==> src/sv/wrs_pkg.sv <==
// Package for the word reversal stream: store sizes, delimiter codes and the
// command type that passes from the front end to the back end.
// No dependencies.
`timescale 1ns / 1ps

package wrs_pkg;

  localparam int STACK_DEPTH = 32;
  localparam int LVL_W = $clog2(STACK_DEPTH + 1);
  localparam int ADDR_W = (STACK_DEPTH > 1) ? $clog2(STACK_DEPTH) : 1;

  localparam int QUEUE_DEPTH = 2;
  localparam int QPTR_W = (QUEUE_DEPTH > 1) ? $clog2(QUEUE_DEPTH) : 1;
  localparam int QCNT_W = $clog2(QUEUE_DEPTH + 1);

  localparam logic [7:0] CHAR_SPACE = 8'd32;
  localparam logic [7:0] CHAR_PERIOD = 8'd46;

  typedef struct packed {
    logic [7:0] ch;
    logic       delim;
  } cmd_t;

  typedef enum logic [1:0] {
    S_IDLE,
    S_LOAD,
    S_DELIM
  } back_state_t;

endpackage

==> src/sv/wrs_front.sv <==
// Front end: accepts input bytes, marks delimiters and holds them in a short
// command queue for the back end.
// Depends on wrs_pkg.
`timescale 1ns / 1ps

module wrs_front import wrs_pkg::*; (
  input  logic       clk,
  input  logic       rst_n,
  input  logic       in_valid,
  output logic       in_ready,
  input  logic [7:0] in_char,
  output logic       cmd_valid,
  input  logic       cmd_ready,
  output cmd_t       cmd
);

  cmd_t              q_mem_r [QUEUE_DEPTH];
  logic [QPTR_W-1:0] wr_ptr_r;
  logic [QPTR_W-1:0] wr_ptr_nxt;
  logic [QPTR_W-1:0] rd_ptr_r;
  logic [QPTR_W-1:0] rd_ptr_nxt;
  logic [QCNT_W-1:0] count_r;
  logic [QCNT_W-1:0] count_nxt;
  logic              push;
  logic              pop;
  cmd_t              new_cmd;

  assign in_ready  = (count_r != QCNT_W'(QUEUE_DEPTH));
  assign cmd_valid = (count_r != '0);
  assign cmd       = q_mem_r[rd_ptr_r];
  assign push      = in_valid && in_ready;
  assign pop       = cmd_valid && cmd_ready;

  always_comb begin
    new_cmd.ch    = in_char;
    new_cmd.delim = (in_char == CHAR_SPACE) || (in_char == CHAR_PERIOD);
    wr_ptr_nxt    = wr_ptr_r;
    rd_ptr_nxt    = rd_ptr_r;
    count_nxt     = count_r;
    if (push) begin
      wr_ptr_nxt = (wr_ptr_r == QPTR_W'(QUEUE_DEPTH - 1)) ? '0 : wr_ptr_r + QPTR_W'(1);
    end
    if (pop) begin
      rd_ptr_nxt = (rd_ptr_r == QPTR_W'(QUEUE_DEPTH - 1)) ? '0 : rd_ptr_r + QPTR_W'(1);
    end
    if (push && !pop) begin
      count_nxt = count_r + QCNT_W'(1);
    end else if (pop && !push) begin
      count_nxt = count_r - QCNT_W'(1);
    end
  end

  always_ff @(posedge clk) begin
    if (!rst_n) begin
      wr_ptr_r <= '0;
      rd_ptr_r <= '0;
      count_r  <= '0;
    end else begin
      wr_ptr_r <= wr_ptr_nxt;
      rd_ptr_r <= rd_ptr_nxt;
      count_r  <= count_nxt;
    end
  end

  always_ff @(posedge clk) begin
    if (push) begin
      q_mem_r[wr_ptr_r] <= new_cmd;
    end
  end

endmodule

==> src/sv/wrs_back.sv <==
// Back end: letter store with its level and sticky overflow flag, the flush
// sequencer and the output register.
// Depends on wrs_pkg.
`timescale 1ns / 1ps

module wrs_back import wrs_pkg::*; (
  input  logic       clk,
  input  logic       rst_n,
  input  logic       cmd_valid,
  output logic       cmd_ready,
  input  cmd_t       cmd,
  output logic       out_valid,
  input  logic       out_ready,
  output logic [7:0] out_char,
  output logic       out_last,
  output logic       out_overflow
);

  logic [7:0]        mem_r [STACK_DEPTH];
  logic [7:0]        rd_data_r;
  back_state_t       state_r;
  back_state_t       state_nxt;
  logic [LVL_W-1:0]  level_r;
  logic [LVL_W-1:0]  level_nxt;
  logic [LVL_W-1:0]  level_dec;
  logic              drop_r;
  logic              drop_nxt;
  logic [7:0]        delim_r;
  logic [7:0]        delim_nxt;
  logic              out_valid_r;
  logic              out_valid_nxt;
  logic [7:0]        out_char_r;
  logic [7:0]        out_char_nxt;
  logic              out_last_r;
  logic              out_last_nxt;
  logic              out_ovf_r;
  logic              out_ovf_nxt;
  logic              slot_free;
  logic              wr_en;
  logic              rd_en;
  logic [ADDR_W-1:0] wr_addr;
  logic [ADDR_W-1:0] rd_addr;

  assign level_dec    = level_r - LVL_W'(1);
  assign wr_addr      = level_r[ADDR_W-1:0];
  assign rd_addr      = level_dec[ADDR_W-1:0];
  assign slot_free    = !out_valid_r || out_ready;
  assign out_valid    = out_valid_r;
  assign out_char     = out_char_r;
  assign out_last     = out_last_r;
  assign out_overflow = out_ovf_r;

  always_comb begin
    state_nxt     = state_r;
    level_nxt     = level_r;
    drop_nxt      = drop_r;
    delim_nxt     = delim_r;
    out_valid_nxt = out_valid_r && !out_ready;
    out_char_nxt  = out_char_r;
    out_last_nxt  = out_last_r;
    out_ovf_nxt   = out_ovf_r;
    wr_en         = 1'b0;
    rd_en         = 1'b0;
    cmd_ready     = 1'b0;
    case (state_r)
      S_IDLE: begin
        cmd_ready = 1'b1;
        if (cmd_valid) begin
          if (!cmd.delim) begin
            if (level_r < LVL_W'(STACK_DEPTH)) begin
              wr_en     = 1'b1;
              level_nxt = level_r + LVL_W'(1);
            end else begin
              drop_nxt = 1'b1;
            end
          end else begin
            delim_nxt = cmd.ch;
            if (level_r != '0) begin
              rd_en     = 1'b1;
              level_nxt = level_dec;
              state_nxt = S_LOAD;
            end else begin
              state_nxt = S_DELIM;
            end
          end
        end
      end
      S_LOAD: begin
        if (slot_free) begin
          out_valid_nxt = 1'b1;
          out_char_nxt  = rd_data_r;
          out_last_nxt  = 1'b0;
          out_ovf_nxt   = drop_r;
          if (level_r != '0) begin
            rd_en     = 1'b1;
            level_nxt = level_dec;
          end else begin
            state_nxt = S_DELIM;
          end
        end
      end
      S_DELIM: begin
        if (slot_free) begin
          out_valid_nxt = 1'b1;
          out_char_nxt  = delim_r;
          out_last_nxt  = 1'b1;
          out_ovf_nxt   = drop_r;
          drop_nxt      = 1'b0;
          state_nxt     = S_IDLE;
        end
      end
      default: begin
        state_nxt = S_IDLE;
      end
    endcase
  end

  always_ff @(posedge clk) begin
    if (!rst_n) begin
      state_r     <= S_IDLE;
      level_r     <= '0;
      drop_r      <= 1'b0;
      out_valid_r <= 1'b0;
    end else begin
      state_r     <= state_nxt;
      level_r     <= level_nxt;
      drop_r      <= drop_nxt;
      out_valid_r <= out_valid_nxt;
    end
  end

  always_ff @(posedge clk) begin
    delim_r    <= delim_nxt;
    out_char_r <= out_char_nxt;
    out_last_r <= out_last_nxt;
    out_ovf_r  <= out_ovf_nxt;
  end

  always_ff @(posedge clk) begin
    if (wr_en) begin
      mem_r[wr_addr] <= cmd.ch;
    end
    if (rd_en) begin
      rd_data_r <= mem_r[rd_addr];
    end
  end

endmodule

==> src/sv/word_reverse_stack_stream.sv <==
// Top level of the word reversal stream: front end, command queue and back end.
// Depends on wrs_pkg, wrs_front and wrs_back.
//
//   Channel  Ports                                          Direction
//   in       in_valid, in_ready, in_char                    into the block
//   out      out_valid, out_ready, out_char, out_last,      out of the block
//            out_overflow
//
// A letter is written to the letter store as the back end accepts it. A delimiter
// starts the flush, which reads the stored letters back one at a time from the
// single-port letter store, newest first, and then sends the delimiter itself.
// The two-entry command queue takes bytes during a flush until it is full.
// Reset is synchronous and active low; it empties the queue, the store level,
// the overflow flag and the output register. The letter store needs no clearing.
// A stalled output holds its transaction and pauses the flush in place.
`timescale 1ns / 1ps

module word_reverse_stack_stream import wrs_pkg::*; (
  input  logic       clk,
  input  logic       rst_n,
  input  logic       in_valid,
  output logic       in_ready,
  input  logic [7:0] in_char,
  output logic       out_valid,
  input  logic       out_ready,
  output logic [7:0] out_char,
  output logic       out_last,
  output logic       out_overflow
);

  logic cmd_valid;
  logic cmd_ready;
  cmd_t cmd;

  wrs_front u_front (
    .clk       (clk),
    .rst_n     (rst_n),
    .in_valid  (in_valid),
    .in_ready  (in_ready),
    .in_char   (in_char),
    .cmd_valid (cmd_valid),
    .cmd_ready (cmd_ready),
    .cmd       (cmd)
  );

  wrs_back u_back (
    .clk          (clk),
    .rst_n        (rst_n),
    .cmd_valid    (cmd_valid),
    .cmd_ready    (cmd_ready),
    .cmd          (cmd),
    .out_valid    (out_valid),
    .out_ready    (out_ready),
    .out_char     (out_char),
    .out_last     (out_last),
    .out_overflow (out_overflow)
  );

endmodule

==> config.mk <==
export PLATFORM = sky130hd
export DESIGN_NAME = word_reverse_stack_stream
export DESIGN_NICKNAME = d
export VERILOG_FILES = /design/src/sv/wrs_pkg.sv /design/src/sv/wrs_front.sv /design/src/sv/wrs_back.sv /design/src/sv/word_reverse_stack_stream.sv
export SDC_FILE = /design/constraint.sdc
export NUM_CORES = 1
export LEC_CHECK = 0
export BUFFER_PORTS_ARGS = -buffer_cell sky130_fd_sc_hd__buf_2
export CORE_MARGIN = 2
export CORE_UTILIZATION = 35
export CTS_CLUSTER_DIAMETER = 200
export DETAILED_ROUTE_END_ITERATION = 16
export REMOVE_ABC_BUFFERS = 1
export SETUP_SLACK_MARGIN = 0.2
export SYNTH_ARGS = -nofsm -noshare
export SYNTH_HDL_FRONTEND = slang
export SYNTH_SLANG_ARGS = --single-unit
export TNS_END_PERCENT = 5
==> constraint.sdc <==
create_clock -name clk -period 5.75 [get_ports clk]
set_clock_uncertainty 0.05 [all_clocks]
set_input_delay 0.575 -clock clk [delete_from_list [all_inputs] [get_ports clk]]
set_output_delay 0.575 -clock clk [all_outputs]
set_load 0.02 [all_outputs]
# Yosys cells after proc, flatten, opt, wreduce, memory -nomap -nowiden
# Memories as Yosys holds them, arrays and structs flattened. A register that Yosys moved wholly into a read port is not among the register bits.
# Index checks and enable logic that the tools add are counted.
[totals]
ff_bits = 32
memories = 2
ram_bits = 274
out_inout_bits = 12
[classes]
n_lt_le_gt_ge = 1
n_mux = 45
eq_ne = 13
n_reduce_logical = 25
addsub = 6
[memory_table]
columns = ["memory", "words", "word_bits", "read_ports", "rd_ports_with_merged_regs", "write_ports", "line", "text"]
rows = [
  ["u_back.mem_r", 32, 8, 1, 1, 1, "wrs_back.sv:19", "logic [7:0] mem_r [STACK_DEPTH];"],
  ["u_front.q_mem_r", 2, 9, 1, 1, 1, "wrs_front.sv:17", "cmd_t q_mem_r [QUEUE_DEPTH];"],
]
[op_table]
columns = ["operator", "n"]
rows = [
  ["6-bit 2-to-1 mux", 5],
  ["1-bit 2-to-1 mux", 24],
  ["8-bit by 6-bit equality test with 1-bit output (second input constant)", 2],
  ["2-bit 2-to-1 mux", 8],
  ["8-bit 2-to-1 mux", 2],
  ["8-bit one-hot mux with 2 select lines", 1],
  ["6-bit one-hot mux with 2 select lines", 1],
  ["2-bit != test (second input constant)", 5],
  ["5-bit AND reduction", 2],
  ["2-bit nonzero test", 5],
  ["6-bit by 1-bit adder with 6-bit output (second input constant)", 1],
  ["6-bit < comparator (second input constant)", 1],
  ["2-bit by 1-bit != test with 1-bit output (second input constant)", 3],
  ["1-bit one-hot mux with 2 select lines", 3],
  ["2-bit one-hot mux with 3 select lines", 1],
  ["3-bit AND reduction", 2],
  ["6-bit nonzero test", 1],
  ["6-bit by 1-bit subtractor with 6-bit output (second input constant)", 1],
  ["1-bit logical AND", 5],
  ["1-bit zero test", 4],
  ["4-bit AND reduction", 1],
  ["3-bit by 1-bit != test with 1-bit output (second input constant)", 1],
  ["1-bit adder (second input constant)", 2],
  ["2-bit by 1-bit adder with 2-bit output (second input constant)", 1],
  ["other kinds (7)", 8],
]

# Longest topological paths before layout
[logic_depth]
word_depth = 7
mapped_depth = 11
ltp_nobuf = 8

# Hierarchy
# A second synthesis with hierarchy kept.
[unflattened]
hier_cells = 678
area_unflattened_um2 = 12749.7
[by_module_without_submodules]
columns = ["mod", "n_inst", "cells_per_inst", "area_per_inst_um2"]
rows = [
  ["wrs_back", 1, 620, 11842.6],
  ["wrs_front", 1, 58, 907.1],
]

# Worst setup path after synthesis
# OpenSTA, ideal clock, no wires.
[synth_timing]
kind = "flip-flop to flip-flop"
start = "reg u_back.level_r[0]"
end = "reg u_back.rd_data_r[5], read port of u_back.mem_r (data pin)"
stages_incl_launch_ff = 12
setup_time_ns = 0.255
period_less_slack_ns = 2.982
arrival_time_ns = 2.677
path_buffers = 4
required_ns = 5.445
slack_ns = 2.768
path_cell_list = "dfxtp_1 -> buf_2 -> buf_1 -> inv_1 -> ha_1 -> buf_1 -> clkbuf_1 -> mux4_2 -> nor2_1 -> nor2_1 -> o22ai_1 -> nor2_1"
[synth_via]
elab_chain_cells = 5
word_cells_on_any_way = 7
classes_between = "add/sub: 1; mux: 5; reduce/logical: 1"
[synth_lines]
columns = ["item", "line", "text"]
rows = [
  ["from (decl)", "wrs_back.sv:23", "logic [LVL_W-1:0] level_r;"],
  ["from (signal assigned)", "wrs_back.sv:126", "level_r <= level_nxt;"],
  ["6-bit nonzero test", "wrs_back.sv:78, wrs_back.sv:94", ""],
  ["1-bit 2-to-1 mux", "wrs_back.sv:78, wrs_back.sv:94", ""],
  ["1-bit 2-to-1 mux", "wrs_back.sv:69", "if (!cmd.delim) begin"],
  ["1-bit 2-to-1 mux", "wrs_back.sv:68", "if (cmd_valid) begin"],
  ["1-bit one-hot mux with 2 select lines", "wrs_back.sv:65", "case (state_r)"],
  ["to (decl)", "wrs_back.sv:20", "logic [7:0] rd_data_r;"],
]
# Parallel ways exist; a longest one is shown, timed or not.
# A chain may end at the register's enable or synchronous reset.

# Final worst setup path
[layout_timing]
start = "reg u_back.level_r[0]"
end = "reg u_back.rd_data_r[0], read port of u_back.mem_r (data pin)"
# Same word-level chain as after synthesis.

==> out/summary.md <==
The core region is 0.0356 mm^2. The transition time at the pin with the least slew margin works out to 1.03 ns. In this run the remaining antenna-violating nets after routing total 0.

The routed wirelength normalized by instance count is 20.8 um. The setup violation total in the final timing report was 0. The hold path depth came out at 1.

At the later pin of the worst-skew pair, clock insertion delay measures 0.55 ns. The run gives 1 as the H-tree depth. The number of optimization iterations in the first detailed-route pass is 5, and the floorplan row count is 69. At the worst endpoint, the required time is 5.99 ns.

Worst hold margin: 0.175 ns. The worst register-to-register path ends at u_back.rd_data_r[0]$_DFFE_PP_. The remaining max-slew budget at the tightest pin is 0.308. In this run, CTS created clock tree buffers numbering 30. The slack of the worst reg-to-reg path is 2.02 ns. Yosys synthesis warning count: 0.

Clock group share of total power: 0.258. The share of synthesized flip-flops with an asynchronous set or reset is 0, and the worst-case vdd ir drop is 0.000293 V. The total overflow left after global routing is 0. After detailed routing, the total wire length is 25,300 um. Fraction of final layout cells with drive strength greater than 1: 0.206. The primary flip-flop cell chosen by synthesis mapping is edfxtp_1. In this run the power spent charging and discharging nets is 2.33 mW. The number of pins exceeding their max-slew limit in the final report came out at 0. After clock tree synthesis, the setup repair step added 0 buffers. Setup slack after placement: 1.91 ns. Number of ports placed on the die boundary: 24. Hold path startpoint: in_char[6]. From left edge to right edge, the die measures 194 um.

The end point of the worst hold path was u_front.q_mem_r[1][7]$_DFFE_PP_. The count of flip-flops with a built-in enable after synthesis came out at 300. The flow ran to the end, and the final reports show no timing, DRC or antenna violations. Setup repair after global routing left no endpoint under its margin. The overall fraction of global-route tracks in use was 0.134; the number of buffer cells added on primary ports was 23. The worst register-to-register path has a depth of 7.

The number of hold buffers added after CTS was 0. After layout, the minimum clock period comes to 3.73 ns. Gates resized during post-CTS repair numbered 0. For this run, design rule violations remaining after detail routing come to 0. The cell count after synthesis was 709.

Switching power as a share of total power: 0.327. The floorplan step defined a die boundary enclosing 0.0376 mm^2. The unique cell type count in the Yosys netlist came out at 50.

Power comes to 7.11 mW. Across the run, the number of max-cap violations was 0. Counting flops and latches in the post-synthesis netlist gives 315. The critical path is of the flip-flop to flip-flop type. Data arrives at the worst endpoint at 3.96 ns. The cell chosen for the clock root was clkbuf_16.

The post-synthesis area per instance is 17.8 um^2, and the power density relative to cell area is 503 mW/mm^2. Internal power comes to 4.78 mW. The wire length of the first global-routing pass came out at 38,600 um.

The slack of the critical path is 2.02 ns, and the via count of the first global-routing pass is 6,422. Summing over every cut layer, the via total after detailed routing is 6,311. After routing, the total negative slack on setup checks comes to 0 ns. Static timing analysis puts the maximum clock frequency at 0.268 GHz. The element type at the critical path end was a flip-flop. After synthesis the cells add up to 0.0126 mm^2. In the routed layout, each cell is associated on average with a via count of 5.19. In the final design database the tool counted 756 nets. After clock tree synthesis, the clock-pin slew on the worst setup and hold paths is 0.06 ns.

The final critical-path share of the clock period works out to 0.648. The analysis attributes to cell leakage a power of 4.42 nW. The largest net degree at the start of global routing came out at 41.

The logs give 0.300 for the relative contribution of combinational cells to total power and 15,200 um for the post-detailed-placement half-perimeter wirelength. The clock passes through at most 3 buffers. The number of failing hold endpoints at the final stage is 0.

The tools report the sort of element at the start of the critical path as a flip-flop. Clock tree synthesis found a total of 315 sinks. Portion of the post-synthesis area used by sequential elements: 0.737. The worst register-to-register path begins at u_back.level_r[0]$_SDFFE_PN0P_. The run gives 0 as the number of antenna violations at the first check in global routing. TritonCTS built the clock tree. For the starting density of the core, the log shows 0.355. Final RePlAce weighted congestion: 0.776. The fill cell instance count of the final layout came out at 3,191. The largest fanout of any net on the critical path was 40.

In this run the worst hold path is classified as input pin to flip-flop. The height of the die is 194 um. After the first detailed-routing iteration, the DRC count stood at 442. 0 antenna diodes ended up in the layout. For the power share of the sequential group, the log shows 0.442.

The layout overhead on the synthesized area works out to 11.9%.
==> critical path, cell delays in order, from the launching register on <==
cell	delay (ns)
dfxtp_4	0.84
inv_1	0.19
ha_2	0.94
buf_4	0.56
mux4_2	0.37
mux2i_1	0.24
a32o_1	0.17
nor2_1	0.05
==> synthesized netlist by cell type, types with 2 or more instances <==
library cell    n  area (um^2)
a32o_1          8         80.1
mux2_2         17          191
nor3b_1         2         15.0
xnor2_1         3         26.3
and2_1          2         12.5
a21oi_1        10         50.1
and3_1          2         12.5
nand3b_1        2         15.0
buf_2          10         50.1
a2111oi_0       2         17.5
inv_1           8         30.0
o21ai_0        14         70.1
nor3_1          5         25.0
clkbuf_1       20         75.1
nor2_1        113          424
nand2b_1        8         50.1
or2_2           2         12.5
or4_1           3         22.5
o22ai_1         9         56.3
o21bai_1        2         15.0
xor2_1          5         43.8
nor4_1          2         12.5
edfxtp_1      300         9010
nand2_1        29          109
ha_1            9          113
dfxtp_1        15          300
or3_1           4         25.0
mux4_2         64         1440
nand3_1         3         15.0
mux2i_1        10          100
buf_1           2         7.51
a211oi_1        2         15.0
a31oi_1         5         31.3
==> final cells by class <==
class,count,area [um^2],area share
Clock buffer,39,806,0.0571
Timing Repair Buffer,27,145,0.0103
Inverter,8,30.0,0.00213
Clock inverter,14,92.6,0.00656
Multi-Input combinational cell,353,3160,0.224
Tap cell,461,577,0.0408
Sequential cell,315,9310,0.659
==> registers in the layout (all words and copies together) (netlist names), named ones only <==
register and flops:
u_back.drop_r 1, u_back.state_r 2, u_front.count_r 2, u_back.mem_r 256, u_back.out_last 1, u_back.out_char 8
u_front.rd_ptr_r 1, u_back.delim_r 8, u_back.level_r 6, u_back.rd_data_r 8, u_front.q_mem_r 18, u_front.wr_ptr_r 1
u_back.out_overflow 1, u_back.out_valid 1
==> per-layer routing <==
metal	vias to the layer above	GRT usage	wire length (um)
met5	-	0	0
met4	0	0.0334	476
met3	39	0.0228	1290
met2	161	0.213	11900
met1	3269	0.192	11600
li1	2842	-	-
==> power by group through the flow <==
stage          logic (mW)  clock network [mW]  registers (mW)
3_5_place_dp         2.15                   0            3.20
2_1_floorplan        1.45                   0            3.20
5_1_grt              2.32                1.95            3.17
4_1_cts              2.16                1.86            3.15
3_3_place_gp         2.13                   0            3.19
6_report             2.13                1.83            3.14
==> placed cells by master, fill, tap and decap left out, types with 3 or more instances in the layout <==
master / count
o22ai_1: 9
nand3_1: 3
clkbuf_16: 31
dfxtp_1: 14
buf_4: 4
nand2_1: 29
mux2i_1: 10
a31oi_1: 5
a21oi_1: 10
nor2_1: 113
or3_1: 4
or4_1: 3
nand2b_1: 8
xor2_1: 4
ha_1: 8
edfxtp_1: 300
mux4_2: 64
clkbuf_1: 8
clkinv_1: 6
nor3_1: 5
a32o_1: 8
buf_2: 23
o21ai_0: 14
clkinv_2: 5
inv_1: 8
mux2_2: 17
==> worst max-delay path by stage <==
stage | startpoint | endpoint
after global routing | u_back.level_r[0]$_SDFFE_PN0P_ | u_back.rd_data_r[7]$_DFFE_PP_
after CTS | u_back.level_r[0]$_SDFFE_PN0P_ | u_back.rd_data_r[7]$_DFFE_PP_
after detailed placement | u_back.level_r[0]$_SDFFE_PN0P_ | u_back.rd_data_r[7]$_DFFE_PP_
after global placement | u_back.level_r[0]$_SDFFE_PN0P_ | u_back.rd_data_r[7]$_DFFE_PP_
final | u_back.level_r[0]$_SDFFE_PN0P_ | u_back.rd_data_r[0]$_DFFE_PP_
after floorplan | u_back.level_r[0]$_SDFFE_PN0P_ | u_back.rd_data_r[6]$_DFFE_PP_
==> per-stage QoR <==
step / cell area (um^2) / cells / utilization
6_report: 14100 / 1217 / 0.397
5_1_grt: 14100 / 1217 / 0.397
2_1_floorplan: 12500 / 676 / -
3_3_place_gp: 13200 / 1164 / 0.372
4_1_cts: 14100 / 1217 / 0.397
3_5_place_dp: 13200 / 1164 / 0.372
==> cells by family after synthesis <==
| kind of cell | share of synthesized area |
|---|---|
| buffers and inverters | 0.0138 |
| multiplexers | 0.138 |
| adder cells (fa/ha/maj) | 0.00892 |
| flip-flops | 0.737 |
| AND/OR/NAND/NOR | 0.0647 |
| XOR/XNOR | 0.00555 |
| AO/OA/AOI/OAI | 0.0314 |
(Power assumes the default switching activity.)
